**src/lqlt_pkg.sv**
```systemverilog
package lqlt_pkg;

    // Width of a device's running total over the window.
    localparam int unsigned TOTAL_W = 11;

    // Threshold after reset.
    localparam logic [7:0] THRESHOLD_RESET = 8'h50;

    // Fraction bits of the reciprocal used for the division by the window length.
    localparam int unsigned RECIP_SHIFT = 14;
    localparam int unsigned RECIP_W     = 15;

    typedef enum logic [1:0] {
        KIND_REPORT  = 2'd0,
        KIND_SILENCE = 2'd1,
        KIND_TOGGLE  = 2'd2
    } kind_t;

    typedef enum logic [2:0] {
        LAMP_NONE  = 3'd0,
        LAMP_BLUE  = 3'd1,
        LAMP_RED   = 3'd2,
        LAMP_GREEN = 3'd3,
        LAMP_WHITE = 3'd4,
        LAMP_OFF   = 3'd5
    } lamp_t;

    typedef struct packed {
        logic sounding;
        logic silenced;
        logic tracking;
    } flags_t;

endpackage

```
**src/lqlt_ram.sv**
```systemverilog
module lqlt_ram #(
    parameter int unsigned WIDTH = 8,
    parameter int unsigned DEPTH = 16
) (
    input  logic                                     clk,
    input  logic                                     wr_en,
    input  logic [((DEPTH > 1) ? $clog2(DEPTH) : 1)-1:0] wr_addr,
    input  logic [WIDTH-1:0]                         wr_data,
    input  logic                                     rd_en,
    input  logic [((DEPTH > 1) ? $clog2(DEPTH) : 1)-1:0] rd_addr,
    output logic [WIDTH-1:0]                         rd_data
);

    logic [WIDTH-1:0] mem_reg [DEPTH];

    always_ff @(posedge clk)
    begin
        if (wr_en)
        begin
            mem_reg[wr_addr] <= wr_data;
        end
        if (rd_en)
        begin
            rd_data <= mem_reg[rd_addr];
        end
    end

endmodule

```
**src/lqlt_update.sv**
```systemverilog
module lqlt_update
    import lqlt_pkg::*;
#(
    parameter int unsigned WINDOW = 6,
    parameter int unsigned POS_W  = 3,
    parameter int unsigned CNT_W  = 5
) (
    input  kind_t                 kind,
    input  logic                  in_range,
    input  logic [7:0]            quality,
    input  logic [7:0]            threshold,
    input  flags_t                flags,
    input  logic [CNT_W-1:0]      lost_count,
    input  logic [TOTAL_W-1:0]    rec_total,
    input  logic [POS_W-1:0]      rec_pos,
    input  logic                  rec_filled,
    input  logic                  rec_lost,
    input  logic [WINDOW*8-1:0]   row,
    output logic                  wr_en,
    output logic [TOTAL_W-1:0]    new_total,
    output logic [POS_W-1:0]      new_pos,
    output logic                  new_filled,
    output logic                  new_lost,
    output logic [WINDOW*8-1:0]   new_row,
    output flags_t                flags_next,
    output logic [CNT_W-1:0]      count_next,
    output logic [7:0]            average,
    output logic                  dev_lost,
    output lamp_t                 lamp
);

    localparam int unsigned IDX_W = (WINDOW > 1) ? $clog2(WINDOW) : 1;
    localparam logic [RECIP_W-1:0] RECIP =
        RECIP_W'(((2 ** RECIP_SHIFT) + WINDOW - 1) / WINDOW);

    logic [POS_W-1:0]           pos_eff;
    logic                       filled_eff;
    logic [IDX_W-1:0]           idx;
    logic [7:0]                 oldest;
    logic [TOTAL_W-1:0]         total_sub;
    logic [TOTAL_W+RECIP_W-1:0] product;
    logic [7:0]                 avg_new;

    // Position wrap, ring replacement and the new total.
    always_comb
    begin
        pos_eff    = rec_pos;
        filled_eff = rec_filled;
        if (rec_pos >= POS_W'(WINDOW))
        begin
            pos_eff    = '0;
            filled_eff = 1'b1;
        end
        idx       = pos_eff[IDX_W-1:0];
        oldest    = row[8*idx +: 8];
        total_sub = filled_eff ? (rec_total - {3'b000, oldest}) : rec_total;
        new_total = total_sub + {3'b000, quality};
        new_pos   = pos_eff + POS_W'(1);
        new_filled = filled_eff;
        new_row   = row;
        new_row[8*idx +: 8] = quality;
    end

    // The reciprocal is rounded up, which keeps the quotient exact for every 11-bit total.
    assign product = (TOTAL_W + RECIP_W)'(new_total) * (TOTAL_W + RECIP_W)'(RECIP);
    assign avg_new = product[RECIP_SHIFT +: 8];

    always_comb
    begin
        flags_next = flags;
        count_next = lost_count;
        wr_en      = 1'b0;
        new_lost   = rec_lost;
        average    = '0;
        dev_lost   = 1'b0;
        lamp       = LAMP_NONE;
        unique case (kind)
            KIND_REPORT:
            begin
                if (in_range)
                begin
                    dev_lost = rec_lost;
                    if (flags.tracking && (quality != 8'd0))
                    begin
                        wr_en   = 1'b1;
                        average = avg_new;
                        if (!rec_lost)
                        begin
                            flags_next.silenced = 1'b0;
                            if (!flags.sounding)
                            begin
                                lamp = LAMP_BLUE;
                            end
                            if (filled_eff && (avg_new < threshold))
                            begin
                                new_lost   = 1'b1;
                                count_next = lost_count + CNT_W'(1);
                            end
                        end
                        else
                        begin
                            if (!flags.sounding)
                            begin
                                lamp                = LAMP_RED;
                                flags_next.sounding = 1'b1;
                            end
                            if (avg_new > threshold)
                            begin
                                new_lost = 1'b0;
                                if (lost_count != '0)
                                begin
                                    count_next = lost_count - CNT_W'(1);
                                end
                            end
                            if (count_next == '0)
                            begin
                                flags_next.sounding = 1'b0;
                            end
                        end
                        dev_lost = new_lost;
                    end
                end
            end
            KIND_SILENCE:
            begin
                if (flags.sounding)
                begin
                    lamp                = LAMP_GREEN;
                    flags_next.silenced = 1'b1;
                end
            end
            KIND_TOGGLE:
            begin
                flags_next.tracking = !flags.tracking;
                lamp = flags.tracking ? LAMP_WHITE : LAMP_OFF;
            end
            default:
            begin
            end
        endcase
    end

endmodule

```
**src/link_quality_loss_tracker_core.sv**
```systemverilog
// Link quality loss tracker. Each accepted beat is a quality report, a silence press or an
// enable toggle; each gives exactly one result beat, in order. One beat is taken per cycle
// unless a result stall holds it. The read stage fetches the device's record and sample
// ring row from two single-port-read memories; the update stage updates them, writes them
// back and loads the output register. A directly following report for the same device is
// served from a forwarding register, so there is no interlock. Per-device valid bits make
// an unwritten record read as zero, so no clearing pass follows reset. The user must write
// the threshold register via the cfg channel only while idle; the block does not enforce it.
module link_quality_loss_tracker_core
    import lqlt_pkg::*;
#(
    parameter int unsigned DEVICES = 16,
    parameter int unsigned WINDOW  = 6
) (
    input  logic       clk,
    input  logic       rst_n,
    input  logic       cfg_valid,
    output logic       cfg_ready,
    input  logic [7:0] cfg_data,
    input  logic       report_valid,
    output logic       report_stall,
    input  logic [1:0] kind,
    input  logic [3:0] device,
    input  logic [7:0] quality,
    output logic       result_valid,
    input  logic       result_stall,
    output logic [7:0] device_average,
    output logic       device_lost,
    output logic       alarm_on,
    output logic       alarm_quiet,
    output logic       tracking_on,
    output logic [2:0] lamp_color
);

    localparam int unsigned DEV_W = (DEVICES > 1) ? $clog2(DEVICES) : 1;
    localparam int unsigned POS_W = $clog2(WINDOW + 1);
    localparam int unsigned CNT_W = $clog2(DEVICES + 1);
    localparam int unsigned ROW_W = WINDOW * 8;
    localparam int unsigned REC_W = TOTAL_W + POS_W + 2;

    // Record layout: lost, filled, position, total.
    localparam int unsigned POS_LSB    = TOTAL_W;
    localparam int unsigned FILLED_BIT = TOTAL_W + POS_W;
    localparam int unsigned LOST_BIT   = TOTAL_W + POS_W + 1;

    logic [7:0]         threshold_reg;
    flags_t             flags_reg;
    flags_t             flags_next;
    logic [CNT_W-1:0]   lost_count_reg;
    logic [CNT_W-1:0]   count_next;

    logic               accept;
    logic [DEV_W+3:0]   device_ext;
    logic [DEV_W-1:0]   dev_addr;

    logic               s1_vld_reg;
    kind_t              s1_kind_reg;
    logic [DEV_W-1:0]   s1_dev_reg;
    logic               s1_in_range_reg;
    logic [7:0]         s1_quality_reg;
    logic               s1_adv;

    logic [DEVICES-1:0] dev_valid_reg;
    logic               rd_valid_reg;
    logic [REC_W-1:0]   rec_rd;
    logic [ROW_W-1:0]   row_rd;

    logic               fwd_vld_reg;
    logic [DEV_W-1:0]   fwd_dev_reg;
    logic [REC_W-1:0]   fwd_rec_reg;
    logic [ROW_W-1:0]   fwd_row_reg;

    logic               use_fwd;
    logic [REC_W-1:0]   rec_cur;
    logic [ROW_W-1:0]   row_cur;

    logic               upd_wr_en;
    logic [TOTAL_W-1:0] new_total;
    logic [POS_W-1:0]   new_pos;
    logic               new_filled;
    logic               new_lost;
    logic [ROW_W-1:0]   new_row;
    logic [REC_W-1:0]   rec_wr;
    logic               ram_wr_en;
    logic [7:0]         upd_average;
    logic               upd_dev_lost;
    lamp_t              upd_lamp;

    logic               result_valid_reg;
    logic [7:0]         average_reg;
    logic               dev_lost_reg;
    logic               alarm_on_reg;
    logic               alarm_quiet_reg;
    logic               tracking_on_reg;
    lamp_t              lamp_reg;

    assign cfg_ready = 1'b1;

    always_ff @(posedge clk or negedge rst_n)
    begin
        if (!rst_n)
        begin
            threshold_reg <= THRESHOLD_RESET;
        end
        else if (cfg_valid && cfg_ready)
        begin
            threshold_reg <= cfg_data;
        end
    end

    // The output register frees the update stage as soon as its beat is taken.
    assign s1_adv       = s1_vld_reg && (!result_valid_reg || !result_stall);
    assign report_stall = s1_vld_reg && !s1_adv;
    assign accept       = report_valid && !report_stall;

    assign device_ext = {{DEV_W{1'b0}}, device};
    assign dev_addr   = device_ext[DEV_W-1:0];

    always_ff @(posedge clk or negedge rst_n)
    begin
        if (!rst_n)
        begin
            s1_vld_reg <= 1'b0;
        end
        else if (accept)
        begin
            s1_vld_reg <= 1'b1;
        end
        else if (s1_adv)
        begin
            s1_vld_reg <= 1'b0;
        end
    end

    always_ff @(posedge clk)
    begin
        if (accept)
        begin
            s1_kind_reg     <= kind_t'(kind);
            s1_dev_reg      <= dev_addr;
            s1_in_range_reg <= device_ext < (DEV_W + 4)'(DEVICES);
            s1_quality_reg  <= quality;
            rd_valid_reg    <= dev_valid_reg[dev_addr];
        end
    end

    lqlt_ram #(
        .WIDTH (REC_W),
        .DEPTH (DEVICES)
    ) u_rec_ram (
        .clk     (clk),
        .wr_en   (ram_wr_en),
        .wr_addr (s1_dev_reg),
        .wr_data (rec_wr),
        .rd_en   (accept),
        .rd_addr (dev_addr),
        .rd_data (rec_rd)
    );

    lqlt_ram #(
        .WIDTH (ROW_W),
        .DEPTH (DEVICES)
    ) u_ring_ram (
        .clk     (clk),
        .wr_en   (ram_wr_en),
        .wr_addr (s1_dev_reg),
        .wr_data (new_row),
        .rd_en   (accept),
        .rd_addr (dev_addr),
        .rd_data (row_rd)
    );

    // The memory returns old data when a read meets a write to the same entry; the
    // forwarding register holds the latest write, which is then the current value.
    assign use_fwd = fwd_vld_reg && (fwd_dev_reg == s1_dev_reg);
    assign rec_cur = use_fwd ? fwd_rec_reg : (rd_valid_reg ? rec_rd : '0);
    assign row_cur = use_fwd ? fwd_row_reg : row_rd;

    lqlt_update #(
        .WINDOW (WINDOW),
        .POS_W  (POS_W),
        .CNT_W  (CNT_W)
    ) u_update (
        .kind       (s1_kind_reg),
        .in_range   (s1_in_range_reg),
        .quality    (s1_quality_reg),
        .threshold  (threshold_reg),
        .flags      (flags_reg),
        .lost_count (lost_count_reg),
        .rec_total  (rec_cur[TOTAL_W-1:0]),
        .rec_pos    (rec_cur[POS_LSB +: POS_W]),
        .rec_filled (rec_cur[FILLED_BIT]),
        .rec_lost   (rec_cur[LOST_BIT]),
        .row        (row_cur),
        .wr_en      (upd_wr_en),
        .new_total  (new_total),
        .new_pos    (new_pos),
        .new_filled (new_filled),
        .new_lost   (new_lost),
        .new_row    (new_row),
        .flags_next (flags_next),
        .count_next (count_next),
        .average    (upd_average),
        .dev_lost   (upd_dev_lost),
        .lamp       (upd_lamp)
    );

    assign rec_wr    = {new_lost, new_filled, new_pos, new_total};
    assign ram_wr_en = s1_adv && upd_wr_en;

    always_ff @(posedge clk or negedge rst_n)
    begin
        if (!rst_n)
        begin
            dev_valid_reg  <= '0;
            fwd_vld_reg    <= 1'b0;
            flags_reg      <= '{sounding: 1'b0, silenced: 1'b0, tracking: 1'b1};
            lost_count_reg <= '0;
        end
        else
        begin
            if (ram_wr_en)
            begin
                dev_valid_reg[s1_dev_reg] <= 1'b1;
                fwd_vld_reg               <= 1'b1;
            end
            if (s1_adv)
            begin
                flags_reg      <= flags_next;
                lost_count_reg <= count_next;
            end
        end
    end

    always_ff @(posedge clk)
    begin
        if (ram_wr_en)
        begin
            fwd_dev_reg <= s1_dev_reg;
            fwd_rec_reg <= rec_wr;
            fwd_row_reg <= new_row;
        end
    end

    always_ff @(posedge clk or negedge rst_n)
    begin
        if (!rst_n)
        begin
            result_valid_reg <= 1'b0;
        end
        else if (s1_adv)
        begin
            result_valid_reg <= 1'b1;
        end
        else if (!result_stall)
        begin
            result_valid_reg <= 1'b0;
        end
    end

    always_ff @(posedge clk)
    begin
        if (s1_adv)
        begin
            average_reg     <= upd_average;
            dev_lost_reg    <= upd_dev_lost;
            alarm_on_reg    <= flags_next.sounding;
            alarm_quiet_reg <= flags_next.silenced;
            tracking_on_reg <= flags_next.tracking;
            lamp_reg        <= upd_lamp;
        end
    end

    assign result_valid   = result_valid_reg;
    assign device_average = average_reg;
    assign device_lost    = dev_lost_reg;
    assign alarm_on       = alarm_on_reg;
    assign alarm_quiet    = alarm_quiet_reg;
    assign tracking_on    = tracking_on_reg;
    assign lamp_color     = lamp_reg;

`ifndef SYNTHESIS
    a_count_range: assert property (@(posedge clk) disable iff (!rst_n)
        lost_count_reg <= CNT_W'(DEVICES))
        else $error("lost device count exceeds the number of devices");

    a_alarm_needs_lost: assert property (@(posedge clk) disable iff (!rst_n)
        flags_reg.sounding |-> (lost_count_reg != '0))
        else $error("alarm sounding with no lost device");

    a_update_gives_result: assert property (@(posedge clk) disable iff (!rst_n)
        s1_adv |=> result_valid_reg)
        else $error("update stage advanced without loading a result");
`endif

endmodule

```
**config.mk**
```make
export PLATFORM = sky130hd
export DESIGN_NAME = link_quality_loss_tracker_core
export DESIGN_NICKNAME = d
export VERILOG_FILES = /design/src/lqlt_pkg.sv /design/src/lqlt_ram.sv /design/src/lqlt_update.sv /design/src/link_quality_loss_tracker_core.sv
export SDC_FILE = /design/constraint.sdc
export NUM_CORES = 1
export LEC_CHECK = 0
export CAP_MARGIN = 10
export CORE_ASPECT_RATIO = 2
export CORE_MARGIN = 3
export CORE_UTILIZATION = 60
export CTS_CLUSTER_DIAMETER = 60
export DETAILED_ROUTE_END_ITERATION = 10
export DONT_BUFFER_PORTS = 1
export GPL_TIMING_DRIVEN = 0
export HOLD_SLACK_MARGIN = 0.05
export PLACE_DENSITY = 0.78
export SETUP_SLACK_MARGIN = 0.3
export SLEW_MARGIN = 10
export SYNTH_ARGS = -nofsm -noshare
export SYNTH_HDL_FRONTEND = slang
export SYNTH_SLANG_ARGS = --single-unit
```
**constraint.sdc**
```tcl
create_clock -name clk -period 16.41 [get_ports clk]
set_clock_uncertainty 0.2 [all_clocks]
set_input_delay 0.8205 -clock clk [delete_from_list [all_inputs] [get_ports clk]]
set_output_delay 0.8205 -clock clk [all_outputs]
set_load 0.03 [all_outputs]
```
== After elaboration in Yosys (flattened, before gate mapping) ==
Memory sizes are Yosys's and may differ from the RTL's. A register that Yosys moved wholly into a read port is not among the register bits.
Index checks and enable logic that the tools add are counted.
W data, S select, Z words.

* Add/subtract/negate cells: 6
* Equal/unequal tests: 4
* Reductions and logical operators: 23
* Bitwise operators: 1
* Multipliers: 1
* Order comparisons: 7
* Muxes and demuxes: 51
* Shift operators: 3

{| class="wikitable"
|+ Operators by type and width
! operator !! number
|-
| $bwmux W48 || 1
|-
| $mux W48 || 1
|-
| $shift A8 B34 Y48 const A || 1
|-
| $shiftx A48 B7 Y8 || 1
|-
| $shiftx A8 B34 Y48 || 1
|-
| $mux W5 || 8
|-
| $neg A6 Y34 || 1
|-
| $mux W16 || 2
|-
| $mux W1 || 26
|-
| $mul A11 B12 Y22 const B || 1
|-
| $or A16 B16 Y16 || 1
|-
| $lt A4 B5 Y1 const B || 3
|-
| $mux W3 || 4
|-
| $add A11 B8 Y11 || 1
|-
| $mux W11 || 1
|-
| $sub A11 B8 Y11 || 1
|-
| $pmux W3 S3 || 1
|-
| $gt A8 B8 Y1 || 1
|-
| $logic_and A1 B1 Y1 || 8
|-
| $lt A8 B8 Y1 || 1
|-
| $mux W2 || 4
|-
| $reduce_bool A8 Y1 || 1
|-
| $add A5 B1 Y5 const B || 1
|-
| $logic_not A1 Y1 || 5
|-
| other kinds (19) || 20
|}

* Register bits: 134
* Output and inout port bits: 18
* Memories: 2
* Bits in writable memories: 1,024
* Word-level logic and storage cells: 121
* Input port bits: 27

{| class="wikitable"
|+ Memories
! memory !! depth !! bits a word !! rd ports !! clocked after memory_dff !! write ports !! RTL line !! text
|-
| u_ring_ram.mem_reg || 16 || 48 || 1 || 1 || 1 || lqlt_ram.sv:14 || <nowiki>logic [WIDTH-1:0] mem_reg [DEPTH];</nowiki>
|-
| u_rec_ram.mem_reg || 16 || 16 || 1 || 1 || 1 || lqlt_ram.sv:14 ||
|}

== Longest topological paths before layout ==
* Depth after elaboration: 22
* Mapped depth: 54
* Depth with buffers taken out: 51

== Modules after synthesis ==
From an unflattened synthesis, not the netlist that was laid out.

* Cell total of the unflattened synthesis: 2,626
* Area total of the unflattened synthesis: 50,812.5 µm²

{| class="wikitable"
|+ By module, submodules not included
! module !! cells each !! instances !! area each (µm²) !! seq. area each (µm²)
|-
| lqlt_ram at u_ring_ram || 1,242 || 1 || 30,171.4 || 24,503.5
|-
| lqlt_ram at u_rec_ram || 432 || 1 || 10,203.5 || 8,167.8
|-
| link_quality_loss_tracker_core || 307 || 1 || 5,531.6 || 3,822.4
|-
| lqlt_update || 645 || 1 || 4,906.0 || 0.0
|}

== Worst setup path after synthesis ==
OpenSTA, ideal clock, no wires.

* Kind: reg2reg
* Start point: register s1_dev_reg[0]
* End point: register fwd_rec_reg[15], data pin
* Period minus slack after synthesis: 11,890 ps
* Data arrival time: 11,398 ps
* Stages on the path, launching flop included: 51
* Buffers on the path: 3
* Data required time: 15,918 ps
* Setup slack: 4,520 ps
* Setup time: 292 ps
* Cells stage by stage: edfxtp_1 buf_4 nand2b_1 o2111a_1 nand4_1 a221oi_4 inv_2 buf_6 buf_6 nand2_1 a31oi_1 o21ai_1 o21ai_0 ha_1 fa_1 nand2b_1 a21oi_1 nor2_1 (+15 left out) inv_1 fa_1 inv_1 ha_1 a21o_1 a21o_1 a21oi_1 a311oi_1 o41ai_1 xnor3_1 inv_1 ha_1 nand4_1 o21bai_1 a21oi_1 and2_1 a2111oi_2 o21bai_1

* Cells in the longest elaborated chain, start to end: 17
* Elaborated cells between the ends (all ways): 21
* Those cells by class: add/sub: 2; mul: 1; order compare: 3; eq/ne: 1; shift: 1; mux: 11; reduce/logical: 2

{| class="wikitable"
|+ Ends and longest elaborated chain
! what !! RTL line !! text
|-
| start: declaration || link_quality_loss_tracker_core.sv:58 || <nowiki>logic [DEV_W-1:0] s1_dev_reg;</nowiki>
|-
| start signal: assignment || link_quality_loss_tracker_core.sv:140 || <nowiki>s1_dev_reg <= dev_addr;</nowiki>
|-
| $eq A4 B4 Y1 (*) || link_quality_loss_tracker_core.sv:175 || <nowiki>assign use_fwd = fwd_vld_reg && (fwd_dev_reg == s1_dev_reg);</nowiki>
|-
| $logic_and A1 B1 Y1 (*) || link_quality_loss_tracker_core.sv:175 ||
|-
| $mux W16 || link_quality_loss_tracker_core.sv:176 || <nowiki>assign rec_cur = use_fwd ? fwd_rec_reg : (rd_valid_reg ? rec_rd : '0);</nowiki>
|-
| $ge A3 B3 Y1 || lqlt_update.sv:49 || <nowiki>if (rec_pos >= POS_W'(WINDOW))</nowiki>
|-
| $mux W3 || lqlt_update.sv:49 ||
|-
| $shiftx A48 B7 Y8 || lqlt_update.sv:55 || <nowiki>oldest = row[8*idx +: 8];</nowiki>
|-
| $sub A11 B8 Y11 || lqlt_update.sv:56 || <nowiki>total_sub = filled_eff ? (rec_total - {3'b000, oldest}) : rec_total;</nowiki>
|-
| $mux W11 (*) || lqlt_update.sv:56 ||
|-
| (+1 left out) || n/a ||
|-
| via new_total[10] || link_quality_loss_tracker_core.sv:78 || <nowiki>logic [TOTAL_W-1:0] new_total;</nowiki>
|-
| (+1 left out) || n/a ||
|-
| via u_update.avg_new[7] || lqlt_update.sv:42 || <nowiki>logic [7:0] avg_new;</nowiki>
|-
| $lt A8 B8 Y1 || lqlt_update.sv:94 || <nowiki>if (filled_eff && (avg_new < threshold))</nowiki>
|-
| $logic_and A1 B1 Y1 || lqlt_update.sv:94 ||
|-
| $mux W1 || lqlt_update.sv:94 ||
|-
| $mux W1 (*) || lqlt_update.sv:87 || <nowiki>if (!rec_lost)</nowiki>
|-
| $mux W1 (*) || lqlt_update.sv:83 || <nowiki>if (flags.tracking && (quality != 8'd0))</nowiki>
|-
| $mux W1 (*) || lqlt_update.sv:80 || <nowiki>if (in_range)</nowiki>
|-
| $mux W1 (*) || lqlt_update.sv:77 || <nowiki>unique case (kind)</nowiki>
|-
| via new_lost || link_quality_loss_tracker_core.sv:81 || <nowiki>logic new_lost;</nowiki>
|-
| end signal: assignment || link_quality_loss_tracker_core.sv:240 || <nowiki>fwd_rec_reg <= rec_wr;</nowiki>
|-
| end: declaration || link_quality_loss_tracker_core.sv:70 || <nowiki>logic [REC_W-1:0] fwd_rec_reg;</nowiki>
|}

The timed path passes the listed nets; every way through them passes the cells marked *.
A chain may end at the register's enable or synchronous reset.

== Worst setup path after layout ==
* Start point: register s1_dev_reg[0]
* End point: memory u_rec_ram.mem_reg[8][15] (netlist name), data pin

* Cells in the longest elaborated chain, start to end: 17
* Elaborated cells between the ends (all ways): 21
* Those cells by class: add/sub: 2; mul: 1; order compare: 3; eq/ne: 1; shift: 1; mux: 11; reduce/logical: 2

{| class="wikitable"
|+ Ends and longest elaborated chain
! what !! RTL line
|-
| $eq A4 B4 Y1 (*) || link_quality_loss_tracker_core.sv:175
|-
| $logic_and A1 B1 Y1 (*) || link_quality_loss_tracker_core.sv:175
|-
| $mux W16 || link_quality_loss_tracker_core.sv:176
|-
| $ge A3 B3 Y1 || lqlt_update.sv:49
|-
| $mux W3 || lqlt_update.sv:49
|-
| $shiftx A48 B7 Y8 || lqlt_update.sv:55
|-
| $sub A11 B8 Y11 || lqlt_update.sv:56
|-
| $mux W11 (*) || lqlt_update.sv:56
|-
| (+1 left out) || n/a
|-
| via new_total[9] || link_quality_loss_tracker_core.sv:78
|-
| (+1 left out) || n/a
|-
| via u_update.avg_new[5] || lqlt_update.sv:42
|-
| $lt A8 B8 Y1 || lqlt_update.sv:94
|-
| $logic_and A1 B1 Y1 || lqlt_update.sv:94
|-
| $mux W1 || lqlt_update.sv:94
|-
| $mux W1 (*) || lqlt_update.sv:87
|-
| $mux W1 (*) || lqlt_update.sv:83
|-
| $mux W1 (*) || lqlt_update.sv:80
|-
| $mux W1 (*) || lqlt_update.sv:77
|-
| via new_lost || link_quality_loss_tracker_core.sv:81
|-
| end: declaration || lqlt_ram.sv:14
|}

Marked as above.

==> impl_metrics.ini <==
[outcome]
status = finished clean

[clocking]
post_cts_buffers = 0
clk_pin_slew_ns = 0.07
holdBufCountCts = 28
cts_sinks = 1221
cts_buffers = 99
insertion_delay_ns = 0.70
htree_levels = 3
tritoncts = built
cts.repair.resized = 0
clockRootBuffer = clkbuf_16
clock_path_buffers = 3

[finish]
largest_register_ffs = 768
nFillCells = 4811
areaGrowthSynthToFinish_pct = 12.8
utilization_pct = 68.7
drive_gt1_share_pct = 24.1
layout.nets = 2929

[sta]
max_freq_mhz = 69.9
grt_setup_unrepaired = false
layout_setup_ws_ns = 2.10
drv_slew = 0
setup_viol = 0
worst_pin_slew_ns = 1.34
final_hold_viol_count = 0
whs_ns = 0.165
slew_headroom_pct = 11.0
tns_ns = 0
period_needed_ns = 14.31
period_share_pct = 87.2

[die]
core-area_um2 = 83000
die_w_um = 211
die_area_um2 = 87900
ioPinCount = 45
rows = 149
fp.dieH_um = 416
initial_core_util_pct = 60.9

[power]
p_comb_share_pct = 44.2
p_seq_share_pct = 34.2
p_sw_share_pct = 37.0
p_sw_mw = 4.04
internal_power_mw = 6.88
power_density_nw_per_um2 = 192
p_leak_nw = 19.2
max-vdd-ir-drop_uv = 1240
p_clk_share_pct = 21.6

[yosys]
syn_area_per_cell_um2 = 19.9
synthCells = 2537
ys_warn_count = 0
yosysSeqAreaShare_pct = 72.3
ys_ff_latch = 1221
syn_area_um2 = 50500
async_flop_share_pct = 2.87
ys_types = 75
synth_ff_type = edfxtp_1
syn_nets = 2700
synth-edff-count = 1186

[worst_setup_path]
end_kind = register
reg2regPathDepth = 45
cpLargestDelayFamily = compound AO/OA/AOI/OAI gates
reg2reg_from = s1_dev_reg[0]
cp-start-kind = register
cp.buffers_inverters = 7
cp.depth = 45
r2r_end = u_rec_ram.mem_reg[8][15]
crit_start = s1_dev_reg[0]
reg2reg_slack_ns = 2.10
crit_end = u_rec_ram.mem_reg[8][15]
slowest_stage = o21bai_1
crit_fanout = 17
slowest_delay_ns = 0.58
cp_data_arrival_time_ns = 14.43
crit_type = register to register
cp_data_required_time_ns = 16.53

[routing]
routedWlPerCell_um = 34.8
wl_mm = 136
post-route-drc-count = 0
viasPerCell = 7.00
firstDrtPassIters = 6
initialDrtViolationCount = 3258
vias = 27400
ant_nets = 0

[global_routing]
grt_pass1_vias = 28600
grt_overflow = 0
grt_max_degree = 62
grt_pass1_wl_mm = 197
grt_antenna_before_repair = 2
grt_usage_pct = 31.8

[placement]
io_buffers = 0
place_ws_ns = 2.36
routabilityCongestion = 0.980
dp_hpwl_mm = 86.1

[job]
cap_violations = 0

[hold_path]
hold_path.class = input pin to register
per-layer routing:
metal / track usage, % / wire length [um]
met2: 55.9 / 72500
met3: 5.56 / 11400
met5: 0 / 0
met1: 36.2 / 41900
met4: 19.1 / 10300
Yosys cell counts, drive strengths merged (4+ instances only):
cell    instances  area share [%]
and3           21            0.26
inv           102            0.76
or2            18            0.22
a22o            4           0.069
and2            5           0.062
nor3           13            0.13
nor2b           8           0.099
buf            46            0.43
o21ai          58            0.57
dfrtp          32             1.6
nor4            4           0.062
mux2            9            0.20
nand2b         13            0.18
mux4          325              14
nand2         162             1.2
o21a            8            0.12
nand4           6           0.074
a31oi          18            0.22
edfxtp       1186              71
o211ai          4           0.059
clkbuf         64            0.48
o21bai          4           0.059
fa             34             1.3
a221oi          5            0.16
nand3b         10            0.15
ha            102             2.5
nor2           51            0.38
a21oi          44            0.44
a21o           10            0.15
mux2i          49            0.98
xnor2          16            0.28
nand3          40            0.42
o31ai           5            0.10
xor2           14            0.24
metrics by stage:
step | instance area, um^2 | total power [mW] | instances
final | 57000 | 10.9 | 3906
after global routing | 57000 | 11.7 | 3903
after CTS | 56900 | 11.0 | 3903
after detailed placement | 53400 | 8.61 | 3694
after global placement | 51800 | 8.19 | 3594
after floorplan | 50500 | 7.10 | 2537
worst min-delay path by stage:
stage	startpoint	slack, ns	to	cells past startpoint
after CTS	result_stall	0.11	s1_vld_reg	2
after detailed placement	dev_valid_reg[13]	0.25	dev_valid_reg[13]	1
after global routing	result_stall	0.16	s1_vld_reg	2
final	result_stall	0.17	s1_vld_reg	2
after global placement	dev_valid_reg[14]	0.25	dev_valid_reg[14]	1
after floorplan	s1_dev_reg[0]	0.23	fwd_dev_reg[0]	0
area by class of cell:
cell class | instances | area, um^2 | area share (%)
tap | 1057 | 1320 | 2.32
sequential | 1221 | 36500 | 64.0
timing repair buffer | 128 | 1710 | 3.00
inverter | 102 | 385 | 0.676
clock inverter | 63 | 538 | 0.944
clock buffer | 118 | 2600 | 4.57
antenna | 3 | 7.51 | 0.0132
multi-input combinational | 1104 | 13500 | 23.6
buffer | 110 | 459 | 0.806
cells in the final DEF (no fill, tap or decap), types with 8 or more instances in the layout:
cell type / Yosys / routed
a31oi_2: 0 / 11
clkinv_4: 0 / 8
buf_4: 3 / 40
mux2_2: 9 / 9
mux2i_2: 1 / 9
mux4_2: 325 / 325
edfxtp_1: 1186 / 1186
nand2b_1: 12 / 12
clkinv_2: 0 / 19
xnor2_1: 16 / 11
o21ai_0: 42 / 31
nor2_1: 51 / 39
dlygate4sd3_1: 0 / 27
fa_1: 34 / 34
nor3_1: 13 / 9
nand2_1: 162 / 162
buf_1: 30 / 30
inv_1: 98 / 97
clkinv_1: 0 / 18
buf_6: 3 / 19
buf_2: 10 / 10
clkbuf_16: 0 / 101
ha_1: 102 / 102
and3_1: 21 / 21
a21oi_1: 44 / 42
mux2i_1: 48 / 40
nor2_4: 0 / 12
nand3b_1: 10 / 10
o21a_1: 8 / 8
or2_2: 18 / 18
clkbuf_1: 64 / 80
dfrtp_1: 32 / 32
nor2b_1: 8 / 8
xor2_1: 14 / 11
o21ai_1: 16 / 22
a21o_1: 10 / 10
nand3_1: 39 / 39
buf_12: 0 / 35
cell families after synthesis:
| family | after synthesis | share of synthesized area (%) |
|---|---|---|
| adder cells (fa/ha/maj) | 136 | 3.88 |
| buffers and inverters | 212 | 1.67 |
| AND/OR/NAND/NOR | 359 | 3.36 |
| flip-flops | 1221 | 72.3 |
| XOR/XNOR | 31 | 0.565 |
| other | 1 | 0.00743 |
| multiplexers | 383 | 15.7 |
| AO/OA/AOI/OAI | 194 | 2.57 |
power groups by stage:
stage | combinational, mW | clock [mW] | sequential (mW)
2_1_floorplan | 3.32 | 0 | 3.78
3_3_place_gp | 4.38 | 0 | 3.81
3_5_place_dp | 4.81 | 0 | 3.80
4_1_cts | 4.85 | 2.37 | 3.74
5_1_grt | 5.44 | 2.48 | 3.74
6_report | 4.82 | 2.35 | 3.74
No activity file was read; power rests on OpenSTA's default activity.
